$ cat src/rtl/iirdf2_pkg.sv
// Shared types, widths and constants for the direct form II IIR filter.
// Holds the control word layout, the step program and the rounding helpers.
// No dependencies.
package iirdf2_pkg;

    localparam int ORDER_DEF = 3;             // default filter order
    localparam int ORDER_MAX = 3;             // the program covers taps 1..3

    localparam int X_W    = 16;               // sample width, Q1.15
    localparam int Y_W    = 16;               // output width, Q1.15
    localparam int C_W    = 18;               // coefficient width, Q4.14
    localparam int W_W    = 24;               // intermediate width, Q9.15
    localparam int PROD_W = W_W + C_W;        // exact product, Q.29
    localparam int ACC_W  = PROD_W + 3;       // room for four products
    localparam int FRAC_SH = 14;              // Q.29 to Q.15
    localparam int RND_W  = ACC_W - FRAC_SH;
    localparam int RND_HALF = 8192;           // 2^13, rounds half up

    // configuration register indexes
    localparam int NUM_COEF = 7;
    localparam int IDX_W    = 3;
    localparam logic [IDX_W-1:0] REG_B0    = 3'd0;
    localparam logic [IDX_W-1:0] REG_B1    = 3'd1;
    localparam logic [IDX_W-1:0] REG_B2    = 3'd2;
    localparam logic [IDX_W-1:0] REG_B3    = 3'd3;
    localparam logic [IDX_W-1:0] REG_A1    = 3'd4;
    localparam logic [IDX_W-1:0] REG_A2    = 3'd5;
    localparam logic [IDX_W-1:0] REG_A3    = 3'd6;
    localparam logic [IDX_W-1:0] REG_FB_EN = 3'd7;
    localparam logic signed [C_W-1:0] B0_RST = 18'sd16384;

    // datapath operations
    localparam int OP_W = 2;
    localparam logic [OP_W-1:0] OP_NOP  = 2'd0;
    localparam logic [OP_W-1:0] OP_ASUB = 2'd1;   // w acc -= a * tap
    localparam logic [OP_W-1:0] OP_BADD = 2'd2;   // y acc += b * tap

    localparam int TAP_W  = 2;                // tap 0 is the fresh w
    localparam int STEP_W = 3;

    typedef struct packed {
        logic [OP_W-1:0]   op;
        logic [IDX_W-1:0]  csel;   // coefficient register
        logic [TAP_W-1:0]  tap;
        logic              wsat;   // latch rounded, saturated w
        logic              last;
        logic              jmp;    // jump when feedback is off
        logic [STEP_W-1:0] tgt;
    } t_ctrl;

    function automatic t_ctrl f_prog(input logic [STEP_W-1:0] step);
        t_ctrl c;
        c = '0;
        case (step)
            3'd0: begin
                c.op = OP_ASUB; c.csel = REG_A1; c.tap = 2'd1;
                c.jmp = 1'b1; c.tgt = 3'd3;
            end
            3'd1: begin c.op = OP_ASUB; c.csel = REG_A2; c.tap = 2'd2; end
            3'd2: begin c.op = OP_ASUB; c.csel = REG_A3; c.tap = 2'd3; end
            3'd3: begin
                c.op = OP_BADD; c.csel = REG_B1; c.tap = 2'd1; c.wsat = 1'b1;
            end
            3'd4: begin c.op = OP_BADD; c.csel = REG_B2; c.tap = 2'd2; end
            3'd5: begin c.op = OP_BADD; c.csel = REG_B3; c.tap = 2'd3; end
            3'd6: begin c.op = OP_BADD; c.csel = REG_B0; c.tap = 2'd0; end
            3'd7: begin c.op = OP_NOP; c.last = 1'b1; end
            default: c = '0;
        endcase
        return c;
    endfunction

    // (v + 2^13) floored over 2^14
    function automatic logic signed [RND_W-1:0] f_round(input logic signed [ACC_W-1:0] v);
        logic signed [ACC_W-1:0] t;
        t = v + ACC_W'(RND_HALF);
        return t[ACC_W-1:FRAC_SH];
    endfunction

    function automatic logic signed [W_W-1:0] f_sat_w(input logic signed [RND_W-1:0] v);
        if ((&v[RND_W-1:W_W-1]) || !(|v[RND_W-1:W_W-1]))
            return v[W_W-1:0];
        else if (v[RND_W-1])
            return {1'b1, {(W_W-1){1'b0}}};
        else
            return {1'b0, {(W_W-1){1'b1}}};
    endfunction

    function automatic logic signed [Y_W-1:0] f_sat_y(input logic signed [RND_W-1:0] v);
        if ((&v[RND_W-1:Y_W-1]) || !(|v[RND_W-1:Y_W-1]))
            return v[Y_W-1:0];
        else if (v[RND_W-1])
            return {1'b1, {(Y_W-1){1'b0}}};
        else
            return {1'b0, {(Y_W-1){1'b1}}};
    endfunction

endpackage

$ cat src/rtl/iirdf2_seq.sv
// Step sequencer for the IIR filter: step counter and program ROM.
// Depends on iirdf2_pkg (control word type and program).
module iirdf2_seq (
    input  logic                 i_clk,
    input  logic                 i_rst_n,
    input  logic                 i_start,
    input  logic                 i_hold,
    input  logic                 i_fb_en,
    output iirdf2_pkg::t_ctrl    o_ctrl,
    output logic                 o_exec,
    output logic                 o_busy
);
    import iirdf2_pkg::*;

    logic              r_busy, n_busy;
    logic [STEP_W-1:0] r_step, n_step;
    t_ctrl             w_ctrl;
    logic              w_exec;

    assign w_ctrl = f_prog(r_step);
    // the final step waits while the previous result is still unclaimed
    assign w_exec = r_busy & ~(w_ctrl.last & i_hold);

    always_comb begin
        n_busy = r_busy;
        n_step = r_step;
        if (i_start) begin
            n_busy = 1'b1;
            n_step = '0;
        end else if (w_exec) begin
            if (w_ctrl.last)
                n_busy = 1'b0;
            else if (w_ctrl.jmp && !i_fb_en)
                n_step = w_ctrl.tgt;
            else
                n_step = r_step + 1'b1;
        end
    end

    always_ff @(posedge i_clk) begin
        if (!i_rst_n) begin
            r_busy <= 1'b0;
            r_step <= '0;
        end else begin
            r_busy <= n_busy;
            r_step <= n_step;
        end
    end

    assign o_ctrl = w_ctrl;
    assign o_exec = w_exec;
    assign o_busy = r_busy;

endmodule

$ cat src/rtl/iir_direct_form_two_filter.sv
// Direct form II IIR filter: config registers, delay line and shared MAC datapath.
// Depends on iirdf2_pkg and iirdf2_seq.
//
// Usage:
//   Input channel i_valid/o_ready carries one Q1.15 sample and a clear_history
//   flag; the flag zeroes the delay line before that sample is filtered.
//   Output channel o_valid/i_ready returns one rounded, saturated Q1.15 sample
//   per input item, in order.
//   One 24x18 multiplier is shared by all taps under a stored step program:
//   three feedback taps then four feed-forward taps, one product per cycle.
//   Each item runs the stored steps in order (with feedback disabled the jump
//   skips the later feedback steps), and its result enters the output
//   register as its last step completes; the next item is taken in the cycle
//   the last step completes, not while an earlier item is still in progress.
//   A finished result waits in the output register; if it is still held when
//   the next item reaches its final step, that step stalls until i_ready.
//   Reset clears the delay line, sets b0 to 1.0, all other taps to zero and
//   enables feedback. Config writes (i_cfg_we) take effect at once and are
//   expected only while the block is idle.
module iir_direct_form_two_filter #(
    parameter int ORDER = iirdf2_pkg::ORDER_DEF
) (
    input  logic                                  i_clk,
    input  logic                                  i_rst_n,
    input  logic                                  i_valid,
    output logic                                  o_ready,
    input  logic signed [iirdf2_pkg::X_W-1:0]     i_sample_in,
    input  logic                                  i_clear_history,
    output logic                                  o_valid,
    input  logic                                  i_ready,
    output logic signed [iirdf2_pkg::Y_W-1:0]     o_sample_out,
    input  logic                                  i_cfg_we,
    input  logic [iirdf2_pkg::IDX_W-1:0]          i_cfg_idx,
    input  logic [iirdf2_pkg::C_W-1:0]            i_cfg_data
);
    import iirdf2_pkg::*;

    t_ctrl                    w_ctrl;
    logic                     w_exec, w_busy, w_fin, w_take, w_hold;
    logic signed [C_W-1:0]    r_coef [NUM_COEF];
    logic                     r_fb_en;
    logic signed [W_W-1:0]    r_dly [ORDER];
    logic signed [W_W-1:0]    r_w;
    logic signed [ACC_W-1:0]  r_acc_w, r_acc_y;
    logic signed [W_W-1:0]    w_mul_a;
    logic signed [C_W-1:0]    w_mul_b;
    logic signed [PROD_W-1:0] w_prod;
    logic signed [ACC_W-1:0]  w_prod_x;
    logic                     r_out_valid;
    logic signed [Y_W-1:0]    r_out;

    iirdf2_seq u_seq (
        .i_clk   (i_clk),
        .i_rst_n (i_rst_n),
        .i_start (w_take),
        .i_hold  (w_hold),
        .i_fb_en (r_fb_en),
        .o_ctrl  (w_ctrl),
        .o_exec  (w_exec),
        .o_busy  (w_busy)
    );

    assign w_fin   = w_exec & w_ctrl.last;
    assign o_ready = ~w_busy | w_fin;
    assign w_take  = i_valid & o_ready;
    assign w_hold  = r_out_valid & ~i_ready;

    always_ff @(posedge i_clk) begin
        if (!i_rst_n) begin
            for (int k = 0; k < NUM_COEF; k++)
                r_coef[k] <= (IDX_W'(k) == REG_B0) ? B0_RST : '0;
            r_fb_en <= 1'b1;
        end else if (i_cfg_we) begin
            if (i_cfg_idx == REG_FB_EN)
                r_fb_en <= i_cfg_data[0];
            else
                r_coef[i_cfg_idx] <= i_cfg_data;
        end
    end

    // tap 0 is the new w; taps beyond ORDER read as zero
    always_comb begin
        w_mul_a = '0;
        if (w_ctrl.tap == '0)
            w_mul_a = r_w;
        for (int k = 0; k < ORDER; k++) begin
            if (w_ctrl.tap == TAP_W'(k + 1))
                w_mul_a = r_dly[k];
        end
    end

    assign w_mul_b  = r_coef[w_ctrl.csel];
    assign w_prod   = PROD_W'(w_mul_a * w_mul_b);
    assign w_prod_x = ACC_W'(w_prod);

    always_ff @(posedge i_clk) begin
        if (w_take) begin
            r_acc_w <= {{(ACC_W-X_W-FRAC_SH){i_sample_in[X_W-1]}}, i_sample_in,
                        {FRAC_SH{1'b0}}};
            r_acc_y <= '0;
        end else if (w_exec) begin
            case (w_ctrl.op)
                // the first feedback step runs before its jump, so FIR mode skips it here
                OP_ASUB: begin
                    if (r_fb_en)
                        r_acc_w <= r_acc_w - w_prod_x;
                end
                OP_BADD: r_acc_y <= r_acc_y + w_prod_x;
                default: ;
            endcase
        end
        if (w_exec && w_ctrl.wsat)
            r_w <= f_sat_w(f_round(r_acc_w));
    end

    // history clear for a new item wins over the shift of the finishing one
    always_ff @(posedge i_clk) begin
        if (!i_rst_n) begin
            for (int k = 0; k < ORDER; k++)
                r_dly[k] <= '0;
        end else if (w_take && i_clear_history) begin
            for (int k = 0; k < ORDER; k++)
                r_dly[k] <= '0;
        end else if (w_fin) begin
            for (int k = ORDER - 1; k > 0; k--)
                r_dly[k] <= r_dly[k-1];
            r_dly[0] <= r_w;
        end
    end

    always_ff @(posedge i_clk) begin
        if (!i_rst_n)
            r_out_valid <= 1'b0;
        else if (w_fin)
            r_out_valid <= 1'b1;
        else if (i_ready)
            r_out_valid <= 1'b0;
    end

    always_ff @(posedge i_clk) begin
        if (w_fin)
            r_out <= f_sat_y(f_round(r_acc_y));
    end

    assign o_valid      = r_out_valid;
    assign o_sample_out = r_out;

endmodule
$ cat config.mk
export PLATFORM = sky130hd
export DESIGN_NAME = iir_direct_form_two_filter
export DESIGN_NICKNAME = d
export VERILOG_FILES = /design/src/rtl/iirdf2_pkg.sv /design/src/rtl/iirdf2_seq.sv /design/src/rtl/iir_direct_form_two_filter.sv
export SDC_FILE = /design/constraint.sdc
export NUM_CORES = 2
export LEC_CHECK = 0
export ABC_AREA = 1
export BUFFER_PORTS_ARGS = -buffer_cell sky130_fd_sc_hd__buf_2
export CORE_MARGIN = 1.5
export CORE_UTILIZATION = 63
export CTS_CLUSTER_SIZE = 24
export DETAILED_ROUTE_END_ITERATION = 10
export PLACE_DENSITY = 0.8
export SYNTH_ARGS = -nofsm -noshare
export SYNTH_HDL_FRONTEND = slang
export SYNTH_HIERARCHICAL = 1
export SYNTH_SLANG_ARGS = --single-unit
export TNS_END_PERCENT = 5
$ cat constraint.sdc
create_clock -name i_clk -period 11.4 [get_ports i_clk]
set_input_delay 1.14 -clock i_clk [delete_from_list [all_inputs] [get_ports i_clk]]
set_output_delay 1.14 -clock i_clk [all_outputs]
set_load 0.01 [all_outputs]
After elaboration in Yosys (flattened, before gate mapping)
Memories as Yosys holds them, arrays and structs flattened.
Cells that the tools add are included.
{ "classes": {"n_addsub": 5, "mul": 1, "n_eq_ne": 13, "n_mux": 44, "bitwise": 17, "reduce_logical": 29} }
{ "op_table": {"columns": ["operator", "n"], "rows": [
  ["2-to-1 mux 24 bit", 12],
  ["2-to-1 mux 45 bit", 4],
  ["adder 45 x 15 -> 45 bit (second input constant)", 2],
  ["adder 45 x 42 -> 45 bit", 1],
  ["subtractor 45 x 42 -> 45 bit", 1],
  ["multiplier 24 x 18 -> 42 bit", 1],
  ["2-to-1 mux 16 bit", 2],
  ["case mux 5 bit (6 select lines)", 1],
  ["2-to-1 mux 1 bit", 20],
  ["2-to-1 mux 18 bit", 1],
  ["OR reduction 18 bit", 1],
  ["AND reduction 16 bit", 1],
  ["OR reduction 16 bit", 1],
  ["equality test 3 bit (second input constant)", 5],
  ["nonzero test 2 bit", 5],
  ["AND reduction 2 bit", 4],
  ["AND reduction 8 bit", 1],
  ["OR reduction 8 bit", 1],
  ["OR 1 bit", 7],
  ["equality test 2 bit (second input constant)", 3],
  ["equality test 3 x 2 -> 1 bit (second input constant)", 2],
  ["2-to-1 mux 3 bit", 2],
  ["case mux 2 bit (3 select lines)", 1],
  ["AND reduction 3 bit", 2],
  ["other kinds (14)", 28]
]} }
{ "totals": {"ff_bits": 136, "ram_bits": 198, "in_bits": 43, "output_inout_bits": 18, "elab_cells": 120, "mem_count": 2} }
{ "mem_list": {"columns": ["memory", "words", "width", "read_ports", "rd_clocked_by_memory_dff", "wr", "line_no", "rtl"], "rows": [
  ["r_coef", 7, 18, 1, 0, 7, "iir_direct_form_two_filter.sv:40", "logic signed [C_W-1:0] r_coef [NUM_COEF];"],
  ["r_dly", 3, 24, 3, 0, 3, "iir_direct_form_two_filter.sv:42", "logic signed [W_W-1:0] r_dly [ORDER];"]
]} }

Longest topological paths before layout
{ "logic_depth": {"ltp_word": 14, "mapped_depth": 58, "ltp_nobuf": 56} }

Cells and area by module
The synthesis kept the hierarchy.
{ "modules_own_cells": {"columns": ["module", "n_inst", "cells_per_inst", "area_each_um2", "seq_area_each_um2"], "rows": [
  ["iir_direct_form_two_filter", 1, 4589, 36841.6, 9659.3],
  ["iirdf2_seq", 1, 65, 411.6, 80.1]
]} }

Worst setup path before layout
Ideal clock, no wire load.
{ "synth_timing": {"path_type": "register to register", "start": "register u_seq.r_step[0]", "end": "register r_acc_w[44], data pin", "setup_time_ps": 264, "t_arrival_ps": 9141, "t_required_ps": 11136, "setup_slack_ps": 1995, "path_stages_with_launch": 58, "path_buffers": 4, "period_less_slack_ps": 9405, "cell_sequence": "dfxtp_1 > ha_1 > ha_1 > inv_1 > nand2_2 > o21ai_1 > inv_1 > clkbuf_1 > inv_2 > clkbuf_1 > clkbuf_1 > o21ai_0 > o221ai_1 > nand2_1 > inv_1 > clkbuf_1 > nand2_1 > fa_1 > [... 22 more ...] > nand2_1 > inv_1 > nand2_1 > nand2_1 > ha_1 > nand2_1 > nor2_1 > inv_1 > nor4_1 > o21ai_0 > nand3_1 > nand3_1 > nand2_1 > nand2_1 > nand2_1 > nand2_1 > nand3_1 > nand2_1"} }
{ "synth_rtl": {"columns": ["item", "line_no", "rtl"], "rows": [
  ["start: declaration", "iirdf2_seq.sv:16", "logic [STEP_W-1:0] r_step, n_step;"],
  ["start signal: assignment", "iirdf2_seq.sv:46", "r_step <= n_step;"],
  ["end signal: assignment", "iir_direct_form_two_filter.sv:98", "r_acc_w <= {{(ACC_W-X_W-FRAC_SH){i_sample_in[X_W-1]}}, i_sample_in,"],
  ["end signal: assignment", "iir_direct_form_two_filter.sv:106", "r_acc_w <= r_acc_w - w_prod_x;"],
  ["end: declaration", "iir_direct_form_two_filter.sv:44", "logic signed [ACC_W-1:0] r_acc_w, r_acc_y;"]
]} }

==> summary.txt <==
GRT
  – Global-route wire length before repair: approximately 170 mm
  – Largest net degree at the start of global routing: 73
  – GRT Overall Usage: 0.374
  – Initial antenna violation count: 5
  – Number of global-route vias before repair: approximately 32,000
  – Total grt overflow: 0

Finish
  – Cell area after layout: about 0.040 sq mm
  – Share of cells above drive strength 1: 0.0708
  – Final non-filler cell total: approximately 5,600
  – Synthesis-to-layout area growth: 8.71%
  – # nets final: around 5,400

Routing
  – First-iteration detailed-routing DRC count: 3,420
  – WL final: roughly 110 mm
  – DRT Pass-1 Iters: 6
  – Vias per cell: 5.74
  – WL/cell: 20.0 microns
  – Final ANT Viol Nets: 0
  – DRC: 0
  – Vias post-DR: 31,904

Clock tree
  – Sink Count: 352
  – Register clock-pin slew on the reported worst setup and hold paths: approximately 0.060 ns
  – TritonCTS Buffers: 39
  – Clock latency on the worst-skew pair: approximately 0.58 ns
  – CTS tree: done
  – Clock Tree Buf Depth: 3
  – Root buf cell: clkbuf_16
  – H-tree levels: 2
  – # hold bufs at CTS: 0

Setup path
  – Peak fanout along the critical path: 17
  – CP most frequent cell: inv_1
  – Worst R2R Path Depth: 48
  – Worst Path Required: roughly 12 ns
  – Reg2Reg Setup Slack: 0.50 ns
  – Element type at the critical path start: register
  – Slowest CP cell: fa_1
  – Worst Setup End Kind: register
  – Worst r2r src: u_seq/r_step[0]
  – CP arrival: ~11 ns
  – Crit path largest cell delay: about 0.58 ns
  – Critical path class: reg -> reg
  – Reg2Reg Capture Point: r_acc_w[43]

Timing
  – Slew Limit Fails: 0
  – Max Clk Rate: slightly above 90 MHz
  – # setup viols final: 0
  – Hold Fails Final Rpt: 0
  – Tcrit/Tclk final: 0.957
  – Worst-Margin Slew: 1.19 ns
  – Fin crit period: between 10 and 15 ns
  – Slew margin rel.: 0.199
  – TNS Setup: 0 ns
  – RSZ-0062 raised after global routing: yes
  – Post-Route Skew: 0.0534 ns
  – PnR worst setup slack: about 0.5 ns

Floorplanning
  – Initial Util: 0.641
  – Chip width: roughly 250 microns
  – Rows: between 80 and 90
  – Core Box Area: between 0.05 and 0.06 sq mm
  – Die Y: approximately 250 microns
  – IO Pins: 61
  – DIE AREA: a little over 0.06 sq mm

Yosys
  – Mean Syn Cell Area: 8.01 sq um
  – Syn Inst Count: ~4,600
  – Synthesis Warnings: 6
  – Mapped Area: roughly 0.037 sq mm

Placement
  – Placed Cells incl. Taps: 5,456
  – Dpl hpwl: about 87 mm
  – Placed Area: about 0.039 sq mm
  – Pre-CTS setup slack: -0.164 ns
  – Final GP Congestion: 1.03
  – Port bufs: 60

Run status
  – Outcome: complete, no violations

Worst hold path
  – WHS Endpoint: r_coef[6][9]
  – Hold path start: r_coef[6][9]
  – HP Class: reg -> reg
  – Hold path depth: 2

Job
  – # Max-Cap Violations: 0
## layer usage
layer  GRT usage  share of wire
met1       0.500           0.39
met2       0.585           0.45
met3      0.0845           0.11
met4       0.164          0.048
met5           0       0.000099
## worst max-delay path by stage
| stage | startpoint | to |
|---|---|---|
| after floorplan | u_seq/r_step[0] | r_acc_w[44] |
| after global placement | u_seq/r_step[0] | r_acc_w[43] |
| after detailed placement | u_seq/r_step[0] | r_acc_w[43] |
| after CTS | u_seq/r_step[0] | r_acc_w[43] |
| after global routing | u_seq/r_step[0] | r_acc_w[43] |
| final | u_seq/r_step[0] | r_acc_w[43] |
## placed cells by master, fill, tap and decap left out, types with 28 or more instances in the layout
cell / instances
ha_1: 197
buf_4: 113
o221ai_1: 36
nor2_1: 595
inv_1: 947
clkinvlp_4: 28
fa_1: 427
xor2_1: 87
dfxtp_1: 83
edfxtp_1: 269
a21oi_1: 215
buf_2: 60
o21ai_0: 194
nand2_1: 935
nor3_1: 33
nand3_1: 119
a32o_1: 32
xnor2_1: 41
a31oi_1: 33
clkbuf_16: 43
## worst max-delay path: cells and delay by family (launching register included)
family	cells	cell delay [ns]
fa+ha+maj	10	4.33
simple gates	18	2.70
compound gates	9	1.89
buf+inv	11	1.31
flops	1	0.34
## final cells by class
cell class                 instances  area (sq um)
clock buffer                      56          1170
tap                              765           957
fill                            4700         17600
multi-input combinational       3202         23400
timing repair buffer             176          1210
timing repair inverter             2          15.0
antenna                            5          12.5
clock inverter                    15           141
sequential                       352          9740
inverter                         982          3780
## sequential cells by signal, summed over array words and instances (netlist names)
register      cells
u_seq/r_step      3
r_fb_en           1
r_coef          144
r_acc_y          45
o_valid           1
u_seq/o_busy      1
r_w              24
r_dly            72
o_sample_out     16
r_acc_w          45
## metrics by stage
step                      utilization  hold WS (ns)
after global placement          0.668         0.469
after floorplan                     -         0.451
after global routing            0.697         0.513
final                           0.697         0.489
after CTS                       0.691         0.488
after detailed placement        0.668         0.478
## what timing repair did
| item | CTS | global route |
|---|---|---|
| buffers inserted | 0 | 21 |
| cloned | 0 | 2 |
| setup endpoints to repair | 4 | 30 |
| pin swaps | 0 | 0 |
| gates resized for setup | 1 | 55 |
Power is left out: the tool's default activity adds up to more than one toggle a clock period on the data nets, which glitch-free logic cannot reach.
